**config.mk**
```make
export PLATFORM = sky130hd
export DESIGN_NAME = flood_drain_cycle_controller_core
export DESIGN_NICKNAME = d
export VERILOG_FILES = /design/src/hdl/fdc_pkg.sv /design/src/hdl/fdc_div.sv /design/src/hdl/flood_drain_cycle_controller_core.sv
export SDC_FILE = /design/constraint.sdc
export NUM_CORES = 1
export LEC_CHECK = 0
export BUFFER_PORTS_ARGS = -buffer_cell sky130_fd_sc_hd__buf_2
export CAP_MARGIN = 20
export CELL_PAD_IN_SITES_DETAIL_PLACEMENT = 2
export CELL_PAD_IN_SITES_GLOBAL_PLACEMENT = 2
export CORE_ASPECT_RATIO = 0.8
export CORE_MARGIN = 4
export CORE_UTILIZATION = 44
export CTS_BUF_LIST = sky130_fd_sc_hd__clkbuf_4 sky130_fd_sc_hd__clkbuf_8
export CTS_CLUSTER_SIZE = 25
export DETAILED_ROUTE_END_ITERATION = 8
export PLACE_DENSITY_LB_ADDON = 0.25
export SYNTH_ARGS = -nofsm -noshare
export SYNTH_HDL_FRONTEND = slang
export SYNTH_SLANG_ARGS = --single-unit
```
**constraint.sdc**
```tcl
create_clock -name clk -period 7.4 [get_ports clk]
set_input_delay 0.37 -clock clk [delete_from_list [all_inputs] [get_ports clk]]
set_output_delay 0.37 -clock clk [all_outputs]
set_load 0.01 [all_outputs]
```
**src/hdl/fdc_pkg.sv**
```systemverilog
// Shared types and constants for the flood and drain cycle controller.
// No dependencies; imported by fdc_div, the core, the cycle checker and the testbench.
`timescale 1ns / 1ps

package fdc_pkg;

	localparam int unsigned LEVEL_W = 8;
	localparam int unsigned DIVD_W  = 16;

	// Level thresholds used by the cycle rules
	localparam logic [LEVEL_W-1:0] FINAL_MAX_LEVEL = 8'h80;
	localparam logic [LEVEL_W-1:0] SIPHON_RISE     = 8'h18;
	localparam logic [LEVEL_W-1:0] DRAIN_MARGIN    = 8'h20;
	localparam logic [LEVEL_W-1:0] FULL_SCALE      = 8'hff;

	typedef enum logic [2:0] {
		PH_IDLE  = 3'd0,
		PH_FLOOD = 3'd1,
		PH_FINAL = 3'd2,
		PH_DRAIN = 3'd3,
		PH_FAIL  = 3'd4
	} fdc_phase_t;

	typedef enum logic {
		FUNC_START = 1'b0,
		FUNC_POLL  = 1'b1
	} fdc_func_t;

	typedef enum logic [1:0] {
		CFG_PUMP_THROTTLE  = 2'd0,
		CFG_BOOST_THROTTLE = 2'd1,
		CFG_MIN_START_PCT  = 2'd2
	} fdc_cfg_idx_t;

	typedef enum logic [1:0] {
		SEQ_IDLE = 2'd0,
		SEQ_LOAD = 2'd1,
		SEQ_DIV  = 2'd2,
		SEQ_HOLD = 2'd3
	} fdc_seq_t;

	typedef struct packed {
		logic              func;
		logic [LEVEL_W-1:0] level;
	} fdc_in_t;

	typedef struct packed {
		logic [2:0]         phase;
		logic               low_water_error;
		logic [LEVEL_W-1:0] pump_drive;
		logic               keep_polling;
		logic [LEVEL_W-1:0] top_pot_level;
	} fdc_out_t;

	// Divider status seen by the sequencer
	typedef struct packed {
		logic run;
		logic done;
	} fdc_div_stat_t;

endpackage

```
**src/hdl/fdc_div.sv**
```systemverilog
// Restoring divider, one quotient bit per cycle: 16-bit dividend, 8-bit divisor.
// Depends on fdc_pkg.
`timescale 1ns / 1ps

module fdc_div import fdc_pkg::*; (
	input  logic                clk,
	input  logic                arst_n,
	input  logic                start,
	input  logic [DIVD_W-1:0]   dividend,
	input  logic [LEVEL_W-1:0]  divisor,
	output fdc_div_stat_t       stat,
	output logic [DIVD_W-1:0]   quotient
);

	localparam int unsigned CNT_W = $clog2(DIVD_W);

	logic [LEVEL_W-1:0] rem_q;
	logic [LEVEL_W-1:0] dsr_q;
	logic [DIVD_W-1:0]  quo_q;
	logic [CNT_W-1:0]   cnt_q;
	logic               run_q;
	logic               done_q;

	logic [LEVEL_W:0]   trial;
	logic               fits;
	logic [LEVEL_W:0]   trial_sub;

	assign trial     = {rem_q, quo_q[DIVD_W-1]};
	assign fits      = trial >= {1'b0, dsr_q};
	assign trial_sub = trial - {1'b0, dsr_q};

	always_ff @(posedge clk or negedge arst_n) begin
		if (!arst_n) begin
			run_q  <= 1'b0;
			done_q <= 1'b0;
			cnt_q  <= '0;
		end else begin
			done_q <= 1'b0;
			if (start) begin
				run_q <= 1'b1;
				cnt_q <= '0;
			end else if (run_q) begin
				cnt_q <= cnt_q + 1'b1;
				if (cnt_q == CNT_W'(DIVD_W - 1)) begin
					run_q  <= 1'b0;
					done_q <= 1'b1;
				end
			end
		end
	end

	// datapath, no reset
	always_ff @(posedge clk) begin
		if (start) begin
			rem_q <= '0;
			dsr_q <= divisor;
			quo_q <= dividend;
		end else if (run_q) begin
			// remainder stays below divisor, so the top trial bit drops out
			rem_q <= fits ? trial_sub[LEVEL_W-1:0] : trial[LEVEL_W-1:0];
			quo_q <= {quo_q[DIVD_W-2:0], fits};
		end
	end

	assign stat.run  = run_q;
	assign stat.done = done_q;
	assign quotient  = quo_q;

endmodule

```
**src/hdl/flood_drain_cycle_controller_core.sv**
```systemverilog
// Flood and drain cycle controller core; uses fdc_pkg and fdc_div.
// Each item passes the load step, the bit-serial divide and, while out_stall holds, the hold step.
// A new item is taken only once the previous result is loaded; the top-pot divider sets the pace.
// in_stall is high from accept until the result is loaded into the output register.
// Reset (arst_n low): phase idle, all cycle state zero, registers 70/120/50; no clearing pass.
`timescale 1ns / 1ps

module flood_drain_cycle_controller_core import fdc_pkg::*; (
	input  logic               clk,
	input  logic               arst_n,
	input  logic               in_valid,
	output logic               in_stall,
	input  fdc_in_t            in_data,
	output logic               out_valid,
	input  logic               out_stall,
	output fdc_out_t           out_data,
	input  logic               cfg_valid,
	output logic               cfg_ready,
	input  logic [1:0]         cfg_index,
	input  logic [LEVEL_W-1:0] cfg_data
);

	// configuration
	logic [LEVEL_W-1:0] pump_thr_q;
	logic [LEVEL_W-1:0] boost_thr_q;
	logic [6:0]         min_pct_q;

	// cycle state
	fdc_phase_t         phase_q, phase_d;
	logic               err_q, err_d;
	logic [LEVEL_W-1:0] drive_q, drive_d;
	logic [LEVEL_W-1:0] prev_q, prev_d;
	logic [LEVEL_W-1:0] start_q, start_d;
	logic [LEVEL_W-1:0] siphon_q, siphon_d;

	fdc_seq_t           seq_q, seq_d;
	logic               in_acc;
	logic               out_free;
	logic               out_load;
	logic               div_start;
	fdc_div_stat_t      div_stat;
	logic [DIVD_W-1:0]  quotient;

	logic [DIVD_W-1:0]  lvl_x100;
	logic [DIVD_W-1:0]  thr_x100;
	logic               below_min;
	logic [LEVEL_W:0]   siphon_lim;
	logic [LEVEL_W:0]   drain_lim;

	logic [LEVEL_W-1:0] diff;
	logic [DIVD_W-1:0]  dividend;
	logic [LEVEL_W-1:0] divisor;
	logic               span_pos;
	logic [LEVEL_W-1:0] estimate;

	fdc_out_t           out_q;
	logic               out_valid_q;

	assign cfg_ready = 1'b1;

	always_ff @(posedge clk or negedge arst_n) begin
		if (!arst_n) begin
			pump_thr_q  <= 8'd70;
			boost_thr_q <= 8'd120;
			min_pct_q   <= 7'd50;
		end else if (cfg_valid && cfg_ready) begin
			case (cfg_index)
				CFG_PUMP_THROTTLE:  pump_thr_q  <= cfg_data;
				CFG_BOOST_THROTTLE: boost_thr_q <= cfg_data;
				CFG_MIN_START_PCT:  min_pct_q   <= cfg_data[6:0];
				default: ;
			endcase
		end
	end

	// level < pct*255/100  <=>  100*level + 100 <= 255*pct
	assign lvl_x100  = DIVD_W'(in_data.level) * DIVD_W'(100) + DIVD_W'(100);
	assign thr_x100  = {1'b0, min_pct_q, 8'b0} - DIVD_W'(min_pct_q);
	assign below_min = lvl_x100 <= thr_x100;

	assign siphon_lim = {1'b0, siphon_q} + {1'b0, SIPHON_RISE};
	assign drain_lim  = {1'b0, in_data.level} + {1'b0, DRAIN_MARGIN};

	assign in_acc = in_valid && !in_stall;

	always_comb begin
		phase_d  = phase_q;
		err_d    = err_q;
		drive_d  = drive_q;
		prev_d   = prev_q;
		start_d  = start_q;
		siphon_d = siphon_q;
		if (in_acc) begin
			if (in_data.func == FUNC_START) begin
				if (phase_q == PH_IDLE) begin
					prev_d = in_data.level;
					if (below_min) begin
						phase_d = PH_FAIL;
						err_d   = 1'b1;
					end else begin
						phase_d = PH_FLOOD;
						start_d = in_data.level;
						drive_d = pump_thr_q;
					end
				end
			end else if (phase_q == PH_FLOOD || phase_q == PH_FINAL ||
					phase_q == PH_DRAIN) begin
				prev_d = in_data.level;
				case (phase_q)
					PH_FLOOD: begin
						if (in_data.level < FINAL_MAX_LEVEL && in_data.level >= prev_q) begin
							siphon_d = prev_q;
							phase_d  = PH_FINAL;
							drive_d  = boost_thr_q;
						end
					end
					PH_FINAL: begin
						if ({1'b0, in_data.level} > siphon_lim) begin
							phase_d = PH_DRAIN;
							drive_d = '0;
						end
					end
					PH_DRAIN: begin
						if (drain_lim > {1'b0, start_q})
							phase_d = PH_IDLE;
					end
					default: ;
				endcase
			end
		end
	end

	always_ff @(posedge clk or negedge arst_n) begin
		if (!arst_n) begin
			phase_q  <= PH_IDLE;
			err_q    <= 1'b0;
			drive_q  <= '0;
			prev_q   <= '0;
			start_q  <= '0;
			siphon_q <= '0;
		end else begin
			phase_q  <= phase_d;
			err_q    <= err_d;
			drive_q  <= drive_d;
			prev_q   <= prev_d;
			start_q  <= start_d;
			siphon_q <= siphon_d;
		end
	end

	// estimate operands from the updated state
	assign span_pos = start_q > siphon_q;
	assign diff     = (prev_q > siphon_q) ? prev_q - siphon_q : '0;
	assign dividend = {diff, 8'b0} - DIVD_W'(diff);
	assign divisor  = span_pos ? start_q - siphon_q : LEVEL_W'(1);

	fdc_div u_div (
		.clk      (clk),
		.arst_n   (arst_n),
		.start    (div_start),
		.dividend (dividend),
		.divisor  (divisor),
		.stat     (div_stat),
		.quotient (quotient)
	);

	always_comb begin
		if (start_q == '0)
			estimate = '0;
		else if (siphon_q == '0)
			estimate = FULL_SCALE - prev_q;
		else if (!span_pos)
			estimate = '0;
		else if (quotient >= DIVD_W'(FULL_SCALE))
			estimate = '0;
		else
			estimate = FULL_SCALE - quotient[LEVEL_W-1:0];
	end

	assign out_free = !out_valid_q || !out_stall;

	// sequencer
	always_comb begin
		seq_d     = seq_q;
		div_start = 1'b0;
		out_load  = 1'b0;
		in_stall  = 1'b1;
		case (seq_q)
			SEQ_IDLE: begin
				in_stall = 1'b0;
				if (in_valid)
					seq_d = SEQ_LOAD;
			end
			SEQ_LOAD: begin
				div_start = 1'b1;
				seq_d     = SEQ_DIV;
			end
			SEQ_DIV: begin
				if (div_stat.done) begin
					if (out_free) begin
						out_load = 1'b1;
						seq_d    = SEQ_IDLE;
					end else begin
						seq_d = SEQ_HOLD;
					end
				end
			end
			SEQ_HOLD: begin
				if (out_free) begin
					out_load = 1'b1;
					seq_d    = SEQ_IDLE;
				end
			end
			default: seq_d = SEQ_IDLE;
		endcase
	end

	always_ff @(posedge clk or negedge arst_n) begin
		if (!arst_n)
			seq_q <= SEQ_IDLE;
		else
			seq_q <= seq_d;
	end

	always_ff @(posedge clk or negedge arst_n) begin
		if (!arst_n)
			out_valid_q <= 1'b0;
		else if (out_load)
			out_valid_q <= 1'b1;
		else if (!out_stall)
			out_valid_q <= 1'b0;
	end

	always_ff @(posedge clk) begin
		if (out_load) begin
			out_q.phase           <= phase_q;
			out_q.low_water_error <= err_q;
			out_q.pump_drive      <= drive_q;
			out_q.keep_polling    <= phase_q == PH_FLOOD || phase_q == PH_FINAL ||
				phase_q == PH_DRAIN;
			out_q.top_pot_level   <= estimate;
		end
	end

	assign out_valid = out_valid_q;
	assign out_data  = out_q;

	a_done_in_div: assert property (@(posedge clk) disable iff (!arst_n)
		div_stat.done |-> seq_q == SEQ_DIV)
		else $error("divider finished outside of divide step");

	a_div_busy_stall: assert property (@(posedge clk) disable iff (!arst_n)
		div_stat.run |-> in_stall)
		else $error("input taken while divider runs");

	a_fail_sticky: assert property (@(posedge clk) disable iff (!arst_n)
		phase_q == PH_FAIL |=> phase_q == PH_FAIL)
		else $error("failure phase left before reset");

	a_err_fail: assert property (@(posedge clk) disable iff (!arst_n)
		err_q |-> phase_q == PH_FAIL)
		else $error("low-water error without failure phase");

	a_state_frozen: assert property (@(posedge clk) disable iff (!arst_n)
		seq_q != SEQ_IDLE |=> $stable(phase_q) && $stable(prev_q) && $stable(siphon_q))
		else $error("cycle state changed during estimate");

endmodule

```
* Word-level counts from Yosys, hierarchy flattened
Cells that the tools add are included.
** Word-level totals
- Register bits :: 121
- Word-level logic and storage cells :: 134
** Cells by class
- Add/subtract/negate cells :: 11
- Multipliers :: 1
- Order comparisons :: 9
- Eq/ne operators :: 20
- Multiplexer cells :: 45
- Bitwise gates (word level) :: 2
- Reduce and logical (&&, ||, !) cells :: 24
** Operators by type and width (count)
- $mux W8 :: 14
- $mux W16 :: 2
- $sub A8 B8 Y8 :: 3
- $mux W3 :: 7
- $add A15 B7 Y16 const B :: 1
- $ge A16 B8 Y1 const B :: 1
- $gt A8 B8 Y1 :: 2
- $le A16 B16 Y1 :: 1
- $logic_not A8 Y1 :: 2
- $pmux W8 S2 :: 1
- $sub A15 B7 Y16 :: 1
- $sub A16 B8 Y16 :: 1
- $sub A8 B8 Y8 const A :: 2
- $reduce_and A7 Y1 :: 2
- $mul A8 B5 Y13 const B :: 1
- $mux W1 :: 12
- $add A8 B5 Y9 const B :: 1
- $add A8 B6 Y9 const B :: 1
- $ge A9 B8 Y1 :: 1
- $gt A8 B9 Y1 :: 1
- $gt A9 B8 Y1 :: 1
- $ne A3 B3 Y1 const B :: 3
- $pmux W3 S3 :: 1
- $ge A8 B8 Y1 :: 1
- 26 further kinds :: 49

* Longest topological paths before layout
Gate-level depths: netlist of the first run.
- Depth in word-level cells :: 6
- Gate-level depth with buffers :: 22

* Hierarchy
A second synthesis of the first run with hierarchy kept.
** Unflattened totals
- Cell total of the unflattened synthesis :: 824
- Area, all modules :: 8506.9 µm²
** Modules (own cells, without submodules)
- flood_drain_cycle_controller_core :: instances 1, cells an instance 661, area an instance 6545.0 µm²
- fdc_div :: instances 1, cells an instance 163, area an instance 1961.9 µm²

* Worst setup path before layout of the first run
OpenSTA, ideal clock, no wires.
- Kind :: input -> register
- Start point :: in in_data[2] in the netlist's numbering
- End point :: reg drive_q[0]
- Library setup time :: 0.127 ns
- Data arrival time :: 4.663 ns
- Slack :: 2.610 ns
- Stages :: 19
- Buffers on the path :: 1
- Path through :: ha_1 ha_1 fa_1 ha_1 nor2b_1 o31ai_1 a21boi_0 nand3_1 nand3b_1 xnor2_1 ha_1 nand2_1 nor4_1 o21ai_0 a21boi_1 mux2i_1 and2b_1 buf_6 mux2_1
** On the way
- Word-level cells in the longest chain between the ends :: 5
- Elaborated cells between the ends (all ways) :: 11
** Ends and longest elaborated chain
- start: declaration :: line flood_drain_cycle_controller_core.sv:13 : input fdc_in_t in_data,
- $mul A8 B5 Y13 :: line flood_drain_cycle_controller_core.sv:77 : assign lvl_x100 = DIVD_W'(in_data.level) * DIVD_W'(100) + DIVD_W'(100);
- $add A15 B7 Y16 :: line flood_drain_cycle_controller_core.sv:77
- $le A16 B16 Y1 :: line flood_drain_cycle_controller_core.sv:79 : assign below_min = lvl_x100 <= thr_x100;
- $ne A2 B2 Y1 (no line)
- $reduce_and A7 Y1 (no line) *
- end signal: assignment :: line flood_drain_cycle_controller_core.sv:144 : drive_q <= drive_d;
- end: declaration :: line flood_drain_cycle_controller_core.sv:31 : logic [LEVEL_W-1:0] drive_q, drive_d;
Every way passes the cells marked *; elsewhere a longest branch is shown, timed or not.
A chain may end at the register's enable or synchronous reset.

* Worst setup path in the final report of the first run
- Start point :: in in_data[3] in the netlist's numbering
- End point :: reg start_q[0]
** On the way
- Word-level cells in the longest chain between the ends :: 5
** Ends and longest elaborated chain
- $mul A8 B5 Y13 :: line flood_drain_cycle_controller_core.sv:77
- $add A15 B7 Y16 :: line flood_drain_cycle_controller_core.sv:77
- $le A16 B16 Y1 :: line flood_drain_cycle_controller_core.sv:79
- $not A1 Y1 (no line)
- $reduce_and A4 Y1 (no line)
- end signal: assignment :: line flood_drain_cycle_controller_core.sv:146 : start_q <= start_d;
- end: declaration :: line flood_drain_cycle_controller_core.sv:33 : logic [LEVEL_W-1:0] start_q, start_d;
Every way passes these cells.

==> results of run 1 <==
## power by group
part	switching (mW)	total, mW	leakage (nW)	internal, mW
sequential	0.182	1.08	1.31	0.902
combinational	0.757	1.23	2.57	0.468
clock	0.361	0.649	0.208	0.288
total	1.30	2.96	4.10	1.66
## per-stage QoR
stage                     power [mW]  worst slack [ns]
after detailed placement        2.24              1.53
after global routing            3.14              1.36
after global placement          2.10              1.77
after CTS                       2.95              1.83
after floorplan                 1.83              2.61
final                           2.96              1.69
## metal layers
| metal | global-route usage [%] | wire length, um | share of wire, % | vias up |
|---|---|---|---|---|
| li1 | - | - | - | 3224 |
| met3 | 5.83 | 1240 | 4.1 | 72 |
| met5 | 0 | 0 | 0 | - |
| met4 | 10.3 | 890 | 3.0 | 0 |
| met2 | 51.0 | 15000 | 50 | 205 |
| met1 | 36.1 | 12900 | 43 | 3771 |
## worst max-delay path, cell delays in order
cell and delay (ns):
buf_2 0.22, ha_1 0.28, ha_1 0.30, fa_1 0.47
ha_1 0.36, nor2b_1 0.17, o31ai_1 0.34, a21boi_0 0.38
nand3_1 0.17, nand3b_1 0.24, xnor2_1 0.18, ha_1 0.33
nand2_1 0.09, nor4_1 0.60, o21ai_0 0.22, a21boi_1 0.29
nand3b_1 0.43, o21ai_0 0.58
## path summary, 6_finish.rpt
| check | start | slack [ns] | endpoint |
|---|---|---|---|
| hold / removal | arst_n | 0.12 | seq_q[0]$_DFFE_PN0P_ |
| hold reg to reg | drive_q[2]$_DFFE_PN0P_ | 0.46 | out_data[11]$_DFFE_PP_ |
| setup reg to reg | min_pct_q[0]$_DFFE_PN0P_ | 2.87 | start_q[0]$_DFFE_PN0P_ |
| setup / recovery | in_data[3] | 1.69 | start_q[0]$_DFFE_PN0P_ |
| max in group asynchronous | arst_n | 6.67 | start_q[2]$_DFFE_PN0P_ |
| min in group clk | cfg_data[7] | 0.12 | pump_thr_q[7]$_DFFE_PN0P_ |
## final cells by class
cell class | instances | area share [%]
inverters | 68 | 2.78
multi-input cells | 658 | 51.2
flip-flops and latches | 121 | 35.1
well taps | 253 | 3.44
repair buffers | 53 | 3.08
clock buffers | 17 | 2.55
clock inverters | 15 | 1.89
## logic make-up after synthesis
| family | after synthesis | synth area share (%) |
|---|---|---|
| muxes | 40 | 5.30 |
| adders and majority gates | 99 | 15.5 |
| other | 1 | 0.0453 |
| and+or+nand+nor | 276 | 16.4 |
| AOI/OAI and AO/OA | 205 | 15.6 |
| DFF | 121 | 38.9 |
| xor gates and xnor gates | 36 | 3.90 |
| buffers and inverters | 93 | 4.37 |
## state kept, by name, indices dropped and copies added, names as in the netlist, 7 cells and up
signal / flops
boost_thr_q: 8
drive_q: 8
min_pct_q: 7
out_data: 21
prev_q: 8
pump_thr_q: 8
siphon_q: 8
start_q: 8
u_div.dsr_q: 8
u_div.quotient: 16
u_div.rem_q: 8
## cell usage in the layout (no fill, tap or decap), types with 11 or more instances in the layout
cell type,n
edfxtp_1,45
inv_1,68
nand3_1,18
xnor2_1,17
buf_2,46
nor2b_1,14
mux2_2,23
o21ai_0,73
dfrtp_1,58
clkbuf_8,17
nor2_1,57
nand4_1,18
nor3_1,19
a21o_1,11
nand2_1,91
a21oi_1,46
ha_1,93
xor2_1,18
==> results.yml, run 1 <==
flow_run:
  maxCapViolCount: 0
routing:
  drt_iter0_drc: 433
  vias_per_cell: 6.14
  drt_wl_total_mm: 30.1
  drc: 0
  firstDrtPassIters: 5
  routedWlPerCell_um: 25.4
  num_vias: 7272
  drtAntennaViolNets: 0
floorplan:
  start_util_pct: 45.2
  die_h_um: 131
  io_pins: 48
  die_w_um: 161
  die_area_um2: 21100
  rows: 44
  coreArea_um2: 18300
status:
  status: "finished clean"
cts:
  postCtsSetupRepairBufs: 0
  cts_buffers: 17
  clockBufferDepth: 2
  cts_resized: 0
  cts_tree: "built"
  clk_pin_slew_ns: 0.10
  postCtsHoldBufs: 0
  htreeDepth: 4
  cts.sinks: 121
  clk_latency_ns: 0.48
  cts_root_buf: "clkbuf_8"
layout:
  layoutNonFillerInstCount: 1185
  fin_util_pct: 50.1
  area_growth_pct: 11.0
  fill_cells: 1927
  antenna_cells: 0
  register_area_um2: 3230
  drive_above_1_share_pct: 14.3
  multi_input_area_um2: 4700
  nNetsFinal: 1042
  fin_area_um2: 9190
yosys:
  yosysMostFrequentCell: "ha_1"
  synthDistinctLibCells: 68
  synth_area_leader_cell: "dfrtp_1"
  ys_async_sr_fraction_pct: 56.2
  synth.avg_cell_area_um2: 9.51
  synthTopCellsByArea: "dfrtp_1 (18%), edfxtp_1 (16%), ha_1 (14%)"
  yosys_warnings: 0
  synth_top_area_share_pct: 17.5
  synth-seq-cells: 121
  ys.flop_type: "dfrtp_1"
  ys_top_cells_by_count: "ha_1 (93), nand2_1 (91), o21ai_0 (73)"
  synth_edf_count: 45
  syn-instance-count: 871
  synth_area_um2: 8280
  ys_seq_area_share_pct: 38.9
global_routing:
  first_global_vias: 8128
  grt_max_degree: 69
  grt_overflow: 0
  antenna_found_initial: 0
  grt_usage_pct: 29.1
  grt_first_pass_wirelength_mm: 47.1
timing:
  fin_worst_skew_ns: 0.0230
  setup_tns_ns: 0
  fin_crit_sh_pct: 77.1
  relSlewSlack_pct: 37.9
  fmax_mhz: 175
  max_slew.worst_pin.slew_ns: 0.932
  final-hold-violation-count: 0
  hold_ws_ns: 0.116
  fin_crit_ns: 5.71
  setup_violations: 0
  maxSlewViolCount: 0
  rsz0062_at_grt: "false"
place:
  place.gp.congestion: 0.823
  hpwl_mm: 20.3
  dp_cells: 1153
  dpl-instance-area_um2: 8780
  port_buffers: 46
setup_path:
  startpoint_type: "input port"
  reg2reg_depth: 11
  cp.arrival_ns: 6.02
  critical_path_peak_fanout: 12
  cp.required_ns: 7.71
  crit_path_end_kind: "flop"
  crit_type: "in2reg"
pwr:
  p_leak_nw: 4.10
  irDropWorstVdd_v: 0.000145
  power_density_nw_per_um2: 322
hold_path:
  hold_path_class: "in2async"
(Power assumes the default switching activity.)
==> run 2, diff against run 1 <==
CORE_UTILIZATION = 37   (was 44)
clock period = 5.2 ns   (was 7.4 ns; I/O delays follow)
==> run 2 against run 1 <==
Compared with the run above: sequential cell count unchanged; worst hold slack got worse by 0.12 ns; sequential power up 37%; critical path type unchanged.
==> results.yml, run 2 (synthesized netlist as in run 1, its figures left out) <==
status:
  status: "finished clean"
place:
  port_buffers: 46
  hpwl_mm: 18.8
  place.gp.congestion: 0.769
  dp_cells: 1218
routing:
  drt_iter0_drc: 287
  vias_per_cell: 5.47
  drtAntennaViolNets: 0
  num_vias: 6843
  drc: 0
  firstDrtPassIters: 6
  drt_wl_total_mm: 24.6
  routedWlPerCell_um: 19.7
pwr:
  p_sw_share_pct: 41.5
  clockPowerShare_pct: 22.1
  power.internal_mw: 2.38
  p_sw_mw: 1.69
  seqPwrFrac_pct: 36.5
  power_density_nw_per_um2: 432
  power_frac_comb_pct: 41.4
  p_leak_nw: 4.19
  irDropWorstVdd_v: 0.000226
global_routing:
  grt.met1_usage_pct: 28.6
  antenna_found_initial: 0
  busiest_layer: "met2"
  grt_overflow: 0
  grt_max_degree: 69
  use_met2_pct: 33.4
  grt_usage_pct: 20.2
  use_met3_pct: 2.69
  grt_first_pass_wirelength_mm: 40.4
  first_global_vias: 7442
timing:
  hold_ws_ns: 0.000793
  fmax_mhz: 208
  fin_worst_skew_ns: 0.0161
  setup_tns_ns: 0
  fin_crit_ns: 4.82
  relSlewSlack_pct: 37.5
  setup_violations: 0
  maxSlewViolCount: 0
  final-hold-violation-count: 0
  max_slew.worst_pin.slew_ns: 0.936
  fin_crit_sh_pct: 92.6
  rsz0062_at_grt: "false"
floorplan:
  io_pins: 48
  die_area_um2: 24900
  start_util_pct: 38.0
  coreArea_um2: 21800
  rows: 48
  die_w_um: 175
  die_h_um: 142
cts:
  cts_tree: "built"
  htreeDepth: 4
  clockBufferDepth: 2
  clk_pin_slew_ns: 0.10
  cts.sinks: 121
  cts_buffers: 17
  clk_latency_ns: 0.46
  cts_root_buf: "clkbuf_8"
layout:
  drive_above_1_share_pct: 16.1
  antenna_cells: 0
  fill_cells: 2430
  largest_reg_flops: 21
  area_growth_pct: 13.8
  layoutNonFillerInstCount: 1252
  final_cell_mix: "ha_1 (93), nand2_1 (91), o21ai_0 (73)"
  nNetsFinal: 1062
  final_common_cell: "ha_1"
setup_path:
  cp.arrival_ns: 5.15
  crit_path_end_kind: "flop"
  cp.required_ns: 5.53
  r2r_slack_ns: 1.37
  startpoint_type: "input port"
  crit_type: "in2reg"
  critical_path_peak_fanout: 8
flow_run:
  maxCapViolCount: 0
hold_path:
  hold_path_class: "in2async"
==> run 2: cell types whose count changed in the layout (fill, tap and decap cells not counted), sizes merged <==
cell | before | now
buf | 53 | 72
dlygate4sd3 | 0 | 1
inv | 80 | 77
clkinv | 1 | 4
==> run 2: cell type report <==
class                           instances  area [um2]  share of cell area, %
Sequential cell                       121        3230                   34.2
Clock inverter                         15         176                   1.87
Inverter                               68         255                   2.71
Timing Repair Buffer                   73         448                   4.75
Tap cell                              300         375                   3.98
Multi-Input combinational cell        658        4710                   50.0
Clock buffer                           17         234                   2.48
==> run 2: final timing paths <==
path                                                from                   endpoint  cells after the start
worst min register to register    drive_q[4]$_DFFE_PN0P_     out_data[13]$_DFFE_PP_                      0
worst min-delay path                              arst_n  pump_thr_q[4]$_DFFE_PN0P_                      2
min in group clk                             cfg_data[1]  pump_thr_q[1]$_DFFE_PN1P_                      3
worst max-delay path                          in_data[2]     drive_q[3]$_DFFE_PN0P_                     21
worst max register to register  min_pct_q[0]$_DFFE_PN0P_     drive_q[3]$_DFFE_PN0P_                     14
max in group asynchronous                         arst_n     phase_q[1]$_DFFE_PN0P_                      2
==> run 2: critical path, stage by stage <==
cell	delay, ns
buf_2	0.12
ha_1	0.29
ha_1	0.30
fa_1	0.48
ha_1	0.38
nor2b_1	0.17
o31ai_1	0.25
a21boi_1	0.33
nand3_1	0.17
nand3b_1	0.23
xnor2_1	0.18
ha_1	0.31
nand2_1	0.09
nor4_2	0.32
buf_4	0.17
o21ai_0	0.07
a21boi_1	0.22
mux2i_1	0.11
and2b_1	0.25
buf_12	0.14
mux2_1	0.33
==> run 2: metal layers <==
layer | share of wire (%) | wire (um) | vias to the layer above
met2 | 47 | 11600 | 75
li1 | - | - | 3267
met5 | 0 | 0 | -
met4 | 0.82 | 203 | 0
met1 | 50 | 12200 | 3489
met3 | 2.5 | 624 | 12
==> run 2: power by group through the flow <==
stage / Clock (mW) / Combinational [mW] / Sequential, mW
after global placement: 0 / 1.59 / 1.49
final: 0.900 / 1.69 / 1.48
after floorplan: 0 / 1.17 / 1.44
after detailed placement: 0 / 1.67 / 1.50
after CTS: 0.927 / 1.70 / 1.49
after global routing: 0.972 / 1.91 / 1.51
==> run 2: stage by stage <==
step                      utilization [%]  total power [mW]  instance area (um2)  setup WS, ns
after floorplan                         -              2.61                 8290         0.520
after global placement               41.2              3.08                 8990         0.148
after detailed placement             41.2              3.17                 8990        -0.222
after CTS                            43.2              4.11                 9410         0.237
after global routing                 43.2              4.40                 9420        0.0284
final                                43.2              4.07                 9420         0.385
==> run 2: timing repair <==
action,CTS,global route
hold buffers,1,0
gates resized for setup,0,2
hold endpoints to repair,1,0
endpoints found under the setup margin,0,16
setup buffers,0,1
